--- src/rtl/efws_pkg.sv ---
package efws_pkg;

    localparam int MAX_WORKERS = 64;
    localparam int IDX_W       = $clog2(MAX_WORKERS);
    localparam int CNT_W       = IDX_W + 1;
    localparam int TIME_W      = 64;
    localparam int DUR_W       = 32;

    // one heap entry: worker index and its next free time
    typedef struct packed {
        logic [TIME_W-1:0] free_time;
        logic [IDX_W-1:0]  worker;
    } t_entry;

    // input transaction
    typedef struct packed {
        logic [DUR_W-1:0] job_duration;
        logic             new_batch;
    } t_in;

    // output transaction
    typedef struct packed {
        logic [IDX_W-1:0]  worker_index;
        logic [TIME_W-1:0] start_time;
    } t_out;

endpackage

--- src/rtl/efws_cmp.sv ---
module efws_cmp
    import efws_pkg::*;
(
    input  t_entry i_a,
    input  t_entry i_b,
    output logic   o_a_first
);

    // earlier free time wins, equal times go to the lower worker index
    assign o_a_first = ({i_a.free_time, i_a.worker} < {i_b.free_time, i_b.worker});

endmodule

--- config.mk ---
export PLATFORM = sky130hd
export DESIGN_NAME = efws_cmp
export DESIGN_NICKNAME = d
export VERILOG_FILES = /design/src/rtl/efws_pkg.sv /design/src/rtl/efws_cmp.sv
export SDC_FILE = /design/constraint.sdc
export NUM_CORES = 1
export LEC_CHECK = 0
export ABC_AREA = 1
export BUFFER_PORTS_ARGS = -buffer_cell sky130_fd_sc_hd__buf_4
export CORE_ASPECT_RATIO = 0.9
export CORE_MARGIN = 2
export CORE_UTILIZATION = 43
export DETAILED_ROUTE_END_ITERATION = 6
export PLACE_DENSITY = 0.89
export SYNTH_ARGS = -nofsm -noshare
export SYNTH_HDL_FRONTEND = slang
export SYNTH_SLANG_ARGS = --single-unit
--- constraint.sdc ---
create_clock -name vclk -period 1.8
set_input_delay 0.27 -clock vclk [all_inputs]
set_output_delay 0.27 -clock vclk [all_outputs]
set_load 0.01 [all_outputs]
==> results.cfg <==
[outcome]
status = complete, but fails checks
violations = negative setup slack

[floorplanning]
die-area_um2 = 5080
die_y_um = 67.8
core_um2 = 4400
start_util = 0.442
die_w_um = 74.9
row_count = 23
io_pins = 141

[timing]
tightest_slew_ns = 0.230
fin_crit_ns = 1.97
setup_tns_ns = -0.169
timing.final.crit_share = 1.09
rsz0062_at_grt = true
postLayoutSetupSlackWorst_ns = -0.169
finalMaxSlewViolations = 0
slew_headroom = 0.846
max_clock_freq_ghz = 0.508
hold_slack_ns = 1.13
finalHoldViolations = 0
setup_violations = 1

[synth]
synth.most_common_cell = inv_1
netlist_area_um2 = 1950
yosysWarnings = 0
synth_commonest_cells = inv_1, nand2_1, ha_1, a21oi_1, nor2_1
syn_nets = 534
ys_seq_area_frac = 0
syn_inst = 325
syn_area_per_cell_um2 = 5.99
synth.area.top_cells = ha_1, inv_1, nand2_1
synth_cell_type_count = 18
synth_top_area_cell = ha_1
yosysTopAreaCellShare = 0.443

[placement]
port_buffers = 141
gp_congestion = 0.758
post-dp-hpwl_um = 5230

[finish]
fillCellCount = 241
seq_area_um2 = 0
diodes = 0
nets = 682
multi_input_area_um2 = 2210
clock_buffer_count = 0
drive_gt1_frac = 0.554
seq_cells = 0
syn_to_final_growth_pct = 94.4

[global_route]
grt_max_degree = 4
grt_overflow_total = 0
grt_pass1_vias = 2570
antenna_found_initial = 0
grt_use_total = 0.262
grt_first_pass_wirelength_um = 10300

[routing]
vias = 2713
totalWireLength_um = 8730
drtAntennaViolNets = 0
drc = 0
drt_iter0_drc = 94
first_pass_iters = 5
vias_per_cell = 5.09
wl_per_cell_um = 16.4

[worst_hold_path]
hp-class = in2out

[worst_setup_path]
cp.required_ns = 1.53
cp.arrival_ns = 1.70
path_max_fanout = 2
critPathLaunchType = primary input
worstSetupPathType = in2out
worst_setup_path_end_kind = output port

[job]
maxCapViolCount = 0

[power_and_ir_drop]
p_leak_nw = 2.05
p_per_area_nw_per_um2 = 232
max-vdd-ir-drop_mv = 0.144
-- power breakdown --
| part | switching, W | internal [W] |
|---|---|---|
| registers | 0 | 0 |
| clock network | 0 | 0 |
| logic | 0.000401 | 0.000477 |
-- cell families (layout without fill, tap and decap cells) --
kind of cell    after synthesis  in the layout  synth area share
simple gates                127            127             0.278
buf+inv                      94            240             0.181
fa+ha+maj                    69             69             0.443
compound gates               35             35            0.0970
-- per-stage QoR --
| stage | std cells | setup slack [ns] | utilization | area (µm²) | power [W] |
|---|---|---|---|---|---|
| after global routing | 533 | -0.263 | 0.860 | 3780 | 0.000962 |
| after CTS | 532 | -0.00647 | 0.797 | 3510 | 0.000722 |
| after floorplan | 325 | 0.254 | - | 1950 | 0.000300 |
| final | 533 | -0.169 | 0.860 | 3780 | 0.000878 |
| after detailed placement | 528 | -0.0385 | 0.700 | 3080 | 0.000615 |
| after global placement | 528 | -0.00317 | 0.700 | 3080 | 0.000584 |
-- critical path, cell delays in order --
cell	delay, ns
buf_4	0.10
inv_4	0.03
ha_4	0.27
nand2_1	0.07
nor2_2	0.15
inv_1	0.07
nor2_1	0.20
nand2_2	0.11
nor2_2	0.10
nand2_2	0.06
nor2_2	0.09
nor3_2	0.04
buf_4	0.14
-- placed cells by master, fill, tap and decap left out, types with 2 or more instances in the layout --
master and count:
a21oi_2 7, nand2_1 66, inv_1 66, inv_2 22
nand3_2 3, nor2_1 17, nand4_1 3, buf_6 8
inv_4 6, nor2_2 10, a21oi_1 19, ha_4 41
o21ai_1 2, ha_1 28, nand2_2 19, nand3_1 2
nor2_4 3, a21o_1 3, o21ai_0 3, buf_4 138
-- per-layer routing --
layer,global-route usage,part of all wire,vias to the layer above
met3,0.0383,0.086,40
met2,0.582,0.54,158
met4,0.0670,0.041,0
met5,0,0,-
met1,0.235,0.33,1221
li1,-,-,1294
-- final cells by class --
cell class,count,share of cell area
Timing Repair Buffer,146,0.298
Tap cell,62,0.0205
Inverter,94,0.0972
Multi-Input combinational cell,231,0.585
-- what timing repair did --
item,CTS,global route
setup endpoints to repair,1,1
hold buffers,0,0
setup buffers,4,1
resized for setup,59,58
pin swaps,29,28
-- path summary, 6_finish.rpt --
path    start   endpoint  cells past startpoint  slack, ns
max   i_b[27]  o_a_first                     13      -0.17
min    i_a[0]  o_a_first                      7       1.13
(Power assumes the default switching activity.)
